`config.mk`:
```
export PLATFORM = sky130hd
export DESIGN_NAME = first_fit_block_allocator_top
export DESIGN_NICKNAME = d
export VERILOG_FILES = /design/src/rtl/core/ffba_pkg.sv /design/src/rtl/core/first_fit_block_allocator_top.sv
export SDC_FILE = /design/constraint.sdc
export NUM_CORES = 2
export LEC_CHECK = 0
export BUFFER_PORTS_ARGS = -buffer_cell sky130_fd_sc_hd__buf_2
export CORE_UTILIZATION = 47
export CTS_BUF_LIST = sky130_fd_sc_hd__clkbuf_4
export DETAILED_ROUTE_END_ITERATION = 8
export PLACE_DENSITY = 0.71
export SKIP_LAST_GASP = 1
export SLEW_MARGIN = 10
export SYNTH_ARGS = -nofsm -noshare
export SYNTH_HDL_FRONTEND = slang
export SYNTH_SLANG_ARGS = --single-unit
```
`constraint.sdc`:
```
create_clock -name clk -period 40.8 [get_ports clk]
set_input_delay 8.16 -clock clk [delete_from_list [all_inputs] [get_ports clk]]
set_output_delay 8.16 -clock clk [all_outputs]
set_load 0.01 [all_outputs]
```
`src/rtl/core/ffba_pkg.sv`:
```
// ----------------------------------------------------------------------------
// ffba_pkg: shared constants for the first-fit block allocator
// Field widths of the request and result items, heap geometry defaults and
// the header layout used by the allocator core.
// ----------------------------------------------------------------------------
`default_nettype none

package ffba_pkg;

	// Default heap size in bytes.
	localparam int HEAP_BYTES_DEF = 2048;

	// Widths of the item fields.
	localparam int REQ_W  = 12;
	localparam int OFFS_W = 11;
	localparam int SIZE_W = 12;

	// A request of up to 4095 bytes needs at most 513 granules.
	localparam int NEED_W = 10;

	// Granule is 8 bytes, header takes 4 bytes.
	localparam int GRAIN_SH  = 3;
	localparam int HDR_BYTES = 4;
	localparam int GRAIN     = 8;

endpackage : ffba_pkg

`default_nettype wire

```
`src/rtl/core/first_fit_block_allocator_top.sv`:
```
// ----------------------------------------------------------------------------
// first_fit_block_allocator_top: first-fit allocator over an implicit list
// Walks block headers held in an on-chip store and splits the first free
// block that is strictly larger than the rounded request.
// ----------------------------------------------------------------------------
// Usage:
//   The input channel (in_valid/in_ready, request_bytes) takes one allocation
//   item at a time. The request grows by a 4-byte header and is rounded up to
//   8 bytes. The output channel (out_valid/out_ready) returns one result item
//   per request: found, block_offset, granted_bytes and remainder_bytes.
//   Each block header read passes through the READ and EVAL states, the one
//   that ends the walk included; on success SPLIT performs the split write,
//   and DONE loads the result register. One item is in flight at a time, and
//   the next item is taken only once the sequencer is back in IDLE after
//   DONE. The walk visits one header at a time through the single read port
//   of the header store.
//   in_ready is high only while the sequencer is idle. A finished result sits
//   in the output register; the next request is taken while it waits, and
//   its own result is held back until the receiver takes the earlier one.
//   Reset: the heap becomes one free block. No clearing pass is needed; a flag
//   marks the first header as unwritten and the end marker slot is fixed.
// ----------------------------------------------------------------------------
`default_nettype none

module first_fit_block_allocator_top #(
	parameter int HEAP_BYTES = ffba_pkg::HEAP_BYTES_DEF
) (
	input  wire logic                      clk,
	input  wire logic                      arst_n,
	input  wire logic                      in_valid,
	output logic                           in_ready,
	input  wire logic [ffba_pkg::REQ_W-1:0] request_bytes,
	output logic                           out_valid,
	input  wire logic                      out_ready,
	output logic                           found,
	output logic [ffba_pkg::OFFS_W-1:0]    block_offset,
	output logic [ffba_pkg::SIZE_W-1:0]    granted_bytes,
	output logic [ffba_pkg::SIZE_W-1:0]    remainder_bytes
);

	// Heap geometry derived from the parameter.
	localparam int HEAP_UNITS = HEAP_BYTES / ffba_pkg::GRAIN;
	localparam int DEPTH      = HEAP_UNITS + 1;
	localparam int UW         = $clog2(HEAP_UNITS + 1);
	localparam int EW         = UW + 1;
	localparam int CW         = (UW > ffba_pkg::NEED_W) ? UW : ffba_pkg::NEED_W;
	localparam int ROUND_ADD  = ffba_pkg::HDR_BYTES + ffba_pkg::GRAIN - 1;

	// Sequencer states.
	localparam logic [2:0] ST_IDLE  = 3'd0;
	localparam logic [2:0] ST_READ  = 3'd1;
	localparam logic [2:0] ST_EVAL  = 3'd2;
	localparam logic [2:0] ST_SPLIT = 3'd3;
	localparam logic [2:0] ST_DONE  = 3'd4;

	logic [2:0]                  state_q;
	logic [UW-1:0]               addr_q;
	logic [ffba_pkg::NEED_W-1:0] need_q;
	logic [UW-1:0]               rest_q;
	logic                        hit_q;
	logic                        init_q;

	logic [EW-1:0]               mem [DEPTH];
	logic [EW-1:0]               rd_data_q;
	logic                        wr_en;
	logic [UW-1:0]               wr_addr;
	logic [EW-1:0]               wr_data;

	logic [EW-1:0]               entry;
	logic [UW-1:0]               cur_units;
	logic                        cur_used;
	logic                        fits;
	logic [CW-1:0]               diff;
	logic [ffba_pkg::REQ_W:0]    need_sum;
	logic                        out_free;

	logic                        out_valid_q;
	logic                        found_q;
	logic [ffba_pkg::OFFS_W-1:0] offset_q;
	logic [ffba_pkg::SIZE_W-1:0] granted_q;
	logic [ffba_pkg::SIZE_W-1:0] remain_q;

	// Rounded request in granules: (bytes + 4 + 7) / 8.
	assign need_sum = {1'b0, request_bytes} + (ffba_pkg::REQ_W + 1)'(ROUND_ADD);

	// Header seen by the walk. The first header reads as the whole free heap
	// until it is first written, and the end marker slot always reads zero.
	always_comb begin
		if (addr_q == '0 && !init_q) begin
			entry = {UW'(HEAP_UNITS), 1'b0};
		end else if (addr_q == UW'(HEAP_UNITS)) begin
			entry = '0;
		end else begin
			entry = rd_data_q;
		end
	end

	assign cur_units = entry[EW-1:1];
	assign cur_used  = entry[0];
	assign fits      = !cur_used && (CW'(cur_units) > CW'(need_q));
	assign diff      = CW'(cur_units) - CW'(need_q);
	assign out_free  = !out_valid_q || out_ready;

	// Store write port: allocated header first, free remainder next cycle.
	always_comb begin
		wr_en   = 1'b0;
		wr_addr = addr_q;
		wr_data = {UW'(need_q), 1'b1};
		if (state_q == ST_EVAL && cur_units != '0 && fits) begin
			wr_en = 1'b1;
		end else if (state_q == ST_SPLIT) begin
			wr_en   = 1'b1;
			wr_addr = addr_q + UW'(need_q);
			wr_data = {rest_q, 1'b0};
		end
	end

	// Header store, one read and one write port, registered read data.
	always_ff @(posedge clk) begin
		if (wr_en) begin
			mem[wr_addr] <= wr_data;
		end
		rd_data_q <= mem[addr_q];
	end

	// Walk sequencer.
	always_ff @(posedge clk or negedge arst_n) begin
		if (!arst_n) begin
			state_q <= ST_IDLE;
			init_q  <= 1'b0;
			hit_q   <= 1'b0;
			addr_q  <= '0;
			need_q  <= '0;
			rest_q  <= '0;
		end else begin
			if (wr_en && wr_addr == '0) begin
				init_q <= 1'b1;
			end
			case (state_q)
				ST_IDLE: begin
					if (in_valid) begin
						need_q  <= need_sum[ffba_pkg::REQ_W:ffba_pkg::GRAIN_SH];
						addr_q  <= '0;
						state_q <= ST_READ;
					end
				end
				ST_READ: begin
					state_q <= ST_EVAL;
				end
				ST_EVAL: begin
					if (cur_units == '0) begin
						hit_q   <= 1'b0;
						state_q <= ST_DONE;
					end else if (fits) begin
						hit_q   <= 1'b1;
						rest_q  <= diff[UW-1:0];
						state_q <= ST_SPLIT;
					end else begin
						addr_q  <= addr_q + cur_units;
						state_q <= ST_READ;
					end
				end
				ST_SPLIT: begin
					state_q <= ST_DONE;
				end
				ST_DONE: begin
					if (out_free) begin
						state_q <= ST_IDLE;
					end
				end
				default: begin
					state_q <= ST_IDLE;
				end
			endcase
		end
	end

	// Output register valid flag.
	always_ff @(posedge clk or negedge arst_n) begin
		if (!arst_n) begin
			out_valid_q <= 1'b0;
		end else if (state_q == ST_DONE && out_free) begin
			out_valid_q <= 1'b1;
		end else if (out_ready) begin
			out_valid_q <= 1'b0;
		end
	end

	// Output payload, zero when no block fits.
	always_ff @(posedge clk) begin
		if (state_q == ST_DONE && out_free) begin
			found_q <= hit_q;
			if (hit_q) begin
				offset_q  <= ffba_pkg::OFFS_W'({addr_q, 3'b000});
				granted_q <= ffba_pkg::SIZE_W'({need_q, 3'b000});
				remain_q  <= ffba_pkg::SIZE_W'({rest_q, 3'b000});
			end else begin
				offset_q  <= '0;
				granted_q <= '0;
				remain_q  <= '0;
			end
		end
	end

	assign in_ready        = (state_q == ST_IDLE);
	assign out_valid       = out_valid_q;
	assign found           = found_q;
	assign block_offset    = offset_q;
	assign granted_bytes   = granted_q;
	assign remainder_bytes = remain_q;

endmodule : first_fit_block_allocator_top

`default_nettype wire

```
Yosys cells after proc, flatten, opt, wreduce, memory -nomap -nowiden
Memories as Yosys holds them, arrays and structs flattened. A register that Yosys moved wholly into a read port is not among the register bits.
Cells that the tools add are included.
{ "word_totals": {"regBits": 70, "ram_bits": 2570, "romBits": 0, "n_memories": 1, "output_inout_bits": 38, "latch_bits": 0} }
{ "mem_list": {"columns": ["memory", "words", "width", "rd", "rd_clocked_by_memory_dff", "write_ports", "line_no", "text"], "rows": [
  ["mem", 257, 10, 1, 1, 1, "first_fit_block_allocator_top.sv:63", "logic [EW-1:0] mem [DEPTH];"]
]} }
{ "op_classes": {"eq_ne": 9, "mul": 0, "n_div": 0, "bitwise": 1, "shifts": 0, "mux": 23, "order_cmp": 1, "add_sub_neg": 4, "n_reduce_logical": 23} }
{ "op_table": {"columns": ["op", "n"], "rows": [
  ["$mux 9", 5],
  ["$mux 10", 4],
  ["$logic_not 9->1", 3],
  ["$add 9x9->9", 2],
  ["$pmux 9 s2", 1],
  ["$pmux 3 s5", 1],
  ["$add 12x4->13 const B", 1],
  ["$gt 9x10->1", 1],
  ["$eq 9x9->1 const B", 1],
  ["$mux 3", 3],
  ["$reduce_bool 9->1", 1],
  ["$sub 9x9->9", 1],
  ["$mux 1", 8],
  ["$ne 2x2->1 const B", 4],
  ["$eq 3x2->1 const B", 2],
  ["$logic_and 1x1->1", 6],
  ["$reduce_and 2->1", 3],
  ["$reduce_bool 2->1", 3],
  ["$reduce_and 4->1", 1],
  ["$eq 3x1->1 const B", 1],
  ["$eq 3x3->1 const B", 1],
  ["$logic_not 1->1", 3],
  ["$logic_not 3->1", 1],
  ["$reduce_and 3->1", 1],
  ["3 further kinds", 3]
]} }

Depth between registers and ports, before layout
{ "logic_depth": {"word_depth": 9, "mapped_depth": 16, "ltp_nobuf": 13} }

Worst setup path before layout
No wires, ideal clock.
{ "synth_path": {"kind": "flip-flop to flip-flop", "startpoint": "register state_q[0]", "endpoint": "memory mem[0][2] in the netlist's numbering (data pin)", "path_stages_with_launch": 6, "setup_ns": 2.196, "t_arrival_ns": 11.060, "slack_ns": 27.544, "t_required_ns": 38.604, "synth_period_minus_slack_ns": 13.256, "cell_sequence": "dfrtp_1 and3b_1 buf_2 clkbuf_1 clkbuf_1 o21ai_0"} }
{ "synth_between": {"elab_chain_cells": 4, "word_cells_on_any_way": 6, "cone_classes": "eq/ne (2); mux (2); reduce/logical (2)"} }
{ "synth_rtl": {"columns": ["item", "line_no", "text"], "rows": [
  ["start, declared", "first_fit_block_allocator_top.sv:56", "logic [2:0] state_q;"],
  ["start signal, assigned", "first_fit_block_allocator_top.sv:129", "state_q <= ST_IDLE;"],
  ["start signal, assigned", "first_fit_block_allocator_top.sv:144", "state_q <= ST_READ;"],
  ["start signal, assigned", "first_fit_block_allocator_top.sv:148", "state_q <= ST_EVAL;"],
  ["$eq 3x2->1", "first_fit_block_allocator_top.sv:109", "if (state_q == ST_EVAL && cur_units != '0 && fits) begin"],
  ["$logic_and 1x1->1 (2 in series)", "first_fit_block_allocator_top.sv:109", null],
  ["$mux 10 (*)", "first_fit_block_allocator_top.sv:109", null],
  ["named net wr_data[2]", "first_fit_block_allocator_top.sv:67", "logic [EW-1:0] wr_data;"],
  ["end, declared", "first_fit_block_allocator_top.sv:63", null]
]} }
The timed path passes the listed nets; every way through them passes the cells marked *.

Worst setup path in the final report
{ "layout_path": {"startpoint": "register state_q[2]", "endpoint": "output in_ready"} }
{ "layout_between": {"elab_chain_cells": 1} }
{ "layout_rtl": {"columns": ["item", "line_no", "text"], "rows": [
  ["$logic_not 3->1", "first_fit_block_allocator_top.sv:205", "assign in_ready = (state_q == ST_IDLE);"],
  ["end, declared", "first_fit_block_allocator_top.sv:31", "output logic in_ready,"]
]} }
No other way between the ends.

==> results_dict.tcl <==
set metrics [dict create \
    timing.critical_path.to_type "output pin" \
    finalInstanceArea_um2 115000 \
    max-cap-violations 0 \
    total_power_uw 7190 \
    leakagePower_uw 0.0356 \
    clock_tree_from_tritoncts "done" \
    post-synth-top-area-fraction_pct 75.2 \
    finalCriticalPeriod_ns 10.78 \
    ctsResizeCount 0 \
    worstMarginPinSlew_ns 1.39 \
    ys_seq_area_share_pct 76.2 \
    flow.area_growth_from_synthesis_pct 10.6 \
    worst_ir_drop_vdd_mv 0.0675 \
    timing.fmax_mhz 92.8 \
    drive_above_1_share_pct 27.6 \
    clk_transition_reported_paths_ns 0.07 \
    crit_path_max_fanout 6 \
    synthMostInstantiatedCell "sky130_fd_sc_hd__edfxtp_1" \
    post-cts-setup-buffer-count 0 \
    route.antenna.remaining_nets 0 \
    synth.lib_cells_used.distinct 84 \
    avg_synthesized_cell_area_um2 19.9 \
    initial_antenna_violation_count 11 \
    global_route_wire_length_before_repair_um 384000 \
    timing.hold.worst.class "flip-flop to flip-flop" \
    clock_latency_ns 1.41 \
    arrival_ns 2.62 \
    num-nets-final 5758 \
    gr-total-overflow 0 \
    report.final.hold_viol_count 0 \
    detailroute.wirelength.met2_um 124000 \
    wire_length_on_met3_um 33600 \
    critical_path_required_ns 32.64 \
    floorplan.initialDensity_pct 47.2 \
    combined_global_route_utilization_of_all_metal_layers_pct 23.9 \
    timing_max_transition_violations_final 0 \
    root_buffer "sky130_fd_sc_hd__clkbuf_4" \
    fin_setup_tns_ns 0 \
    num_io_pins 54 \
    asyncSetResetFlopFracSynth_pct 1.29 \
    netlist_area_um2 104000 \
    postPlaceCellArea_um2 107000 \
    die_h_um 472 \
    place_congestion 0.889 \
    finish.utilization_pct 52.3 \
    sink_count_of_the_clock_tree 2641 \
    placement.setup.worst_slack_ns 31.08 \
    cts_max_level 6 \
    power_density_nw_per_um2 62.7 \
    ys_ff_latch 2641 \
    worst_slew_margin_rel_pct 4.82 \
    wl_um 268000 \
    cts_buffer_depth 4 \
    min_period_over_period_pct 26.4 \
    fin_skew_ns 0.0924 \
    vias_per_cell 6.21 \
    synth-main-ff-cell "sky130_fd_sc_hd__edfxtp_1" \
    grt_setup_unrepaired "false" \
    setup.worst_path.class "flip-flop to output pin" \
    route.top_layer_used "met5" \
    dieArea_um2 223000 \
    fp_rows 172 \
    drt_drc_violations_left 0 \
    synth.largest_area_cell "sky130_fd_sc_hd__edfxtp_1" \
    coreArea_um2 220000 \
    firstDrtPassIters 8 \
    routedLengthMet1_um 101000 \
    numCtsBuffers 666 \
    outcome "finished, final reports clean" \
    drt_first_iter_violations 7637 \
    count_of_flip_flops_with_a_built_in_enable_after_synthesis 2597 \
    place.port_buffers 44 \
    synth_area_leaders "sky130_fd_sc_hd__edfxtp_1 (75%), sky130_fd_sc_hd__mux4_2 (11%), sky130_fd_sc_hd__mux2i_1 (3.2%), sky130_fd_sc_hd__nor2_1 (1.2%), sky130_fd_sc_hd__a22oi_1 (1.1%)" \
    report.final.setup_viol 0 \
    die_w_um 472 \
    ys.warnings.count 0 \
    worst_setup_path_start_kind "flip-flop" \
    routed-via-count 55800 \
    first_global_vias 55300 \
    syn_inst 5199 \
    finalWorstSetupSlack_ns 30.02 \
    hpwl_um 156000 \
    number_of_hold_repair_buffers_added_at_the_cts_stage 0 \
    ff2ff_setup_slack_ns 34.40 \
    grt_start_max_net_pins 234 \
    synth_common_cells "sky130_fd_sc_hd__edfxtp_1 (2597), sky130_fd_sc_hd__mux4_2 (498), sky130_fd_sc_hd__nor2_1 (338)" \
    routed_wire_length_per_instance_um 29.8 \
]
[per-layer routing]
metal,up-vias,track usage [%]
met5,-,0
met4,6,9.49
met3,590,6.82
met2,3789,36.3
met1,28600,32.8
li1,22900,-
[placed cells by master, fill, tap and decap left out, types with 30 or more instances in the layout]
master and count:
sky130_fd_sc_hd__clkinv_1 101, sky130_fd_sc_hd__mux4_2 498, sky130_fd_sc_hd__mux2i_1 331, sky130_fd_sc_hd__a221oi_1 57
sky130_fd_sc_hd__a22oi_1 147, sky130_fd_sc_hd__and2_1 41, sky130_fd_sc_hd__nand2_1 134, sky130_fd_sc_hd__o21ai_0 64
sky130_fd_sc_hd__clkbuf_4 935, sky130_fd_sc_hd__nor2_1 334, sky130_fd_sc_hd__buf_2 44, sky130_fd_sc_hd__a22o_1 31
sky130_fd_sc_hd__edfxtp_1 2597, sky130_fd_sc_hd__nor3_1 30, sky130_fd_sc_hd__buf_4 95, sky130_fd_sc_hd__nand3_1 51
sky130_fd_sc_hd__a21oi_1 80
[cell families after synthesis]
kind of cell	count (synthesis)	synth area share [%]
compound gates	582	4.03
xor+xnor	24	0.203
fa+ha+maj	28	0.360
buf+inv	338	1.68
flops	2641	76.2
mux	846	14.2
other cells	1	0.00362
simple gates	739	3.33
[path summary, 6_finish.rpt]
check,startpoint,end,depth (start not counted)
min in group asynchronous,arst_n,need_q[3]$_DFFE_PN0P_,1
max in group asynchronous,arst_n,addr_q[4]$_DFFE_PN0P_,1
worst max-delay path,state_q[2]$_DFFE_PN0P_,in_ready,2
worst min register to register,mem[256][8]$_DFFE_PP_,rd_data_q[8]$_DFF_P_,1
worst min-delay path,mem[256][8]$_DFFE_PP_,rd_data_q[8]$_DFF_P_,1
worst max register to register,addr_q[0]$_DFFE_PN0P_,mem[194][2]$_DFFE_PP_,10
[per-stage QoR]
| stage | instances | hold WS [ns] |
|---|---|---|
| 5_1_grt | 8991 | 0.498 |
| 3_3_place_gp | 7917 | 0.474 |
| 2_1_floorplan | 5207 | 0.451 |
| 6_report | 8997 | 0.493 |
| 3_5_place_dp | 7917 | 0.468 |
| 4_1_cts | 8985 | 0.489 |
[power by group]
group | switching, µW | internal [µW] | leakage [µW]
sequential | 49.2 | 3450 | 0.0240
combinational | 1160 | 442 | 0.00700
clock | 1020 | 1070 | 0.00464
[critical path: stages, from the launching register on]
cell and delay [ns]:
sky130_fd_sc_hd__dfrtp_1 0.43, sky130_fd_sc_hd__nor3_1 0.54, sky130_fd_sc_hd__buf_2 0.24
[final cells by class]
type	count	area [µm²]
antenna	12	30.0
tap	2871	3590
clock buffer	935	7020
multi-input combinational	2228	23100
clock inverter	133	651
fill	17100	105000
sequential	2641	79100
timing repair buffer	149	1130
inverter	28	113
[registers in the layout, indices dropped and copies added (netlist names)]
register and cells:
mem 2570, need_q 10, rd_data_q 10, addr_q 9
granted_bytes 9, remainder_bytes 9, rest_q 9, block_offset 8
state_q 3, found 1, hit_q 1, init_q 1
out_valid 1
Power figures use the tool's default switching activity.
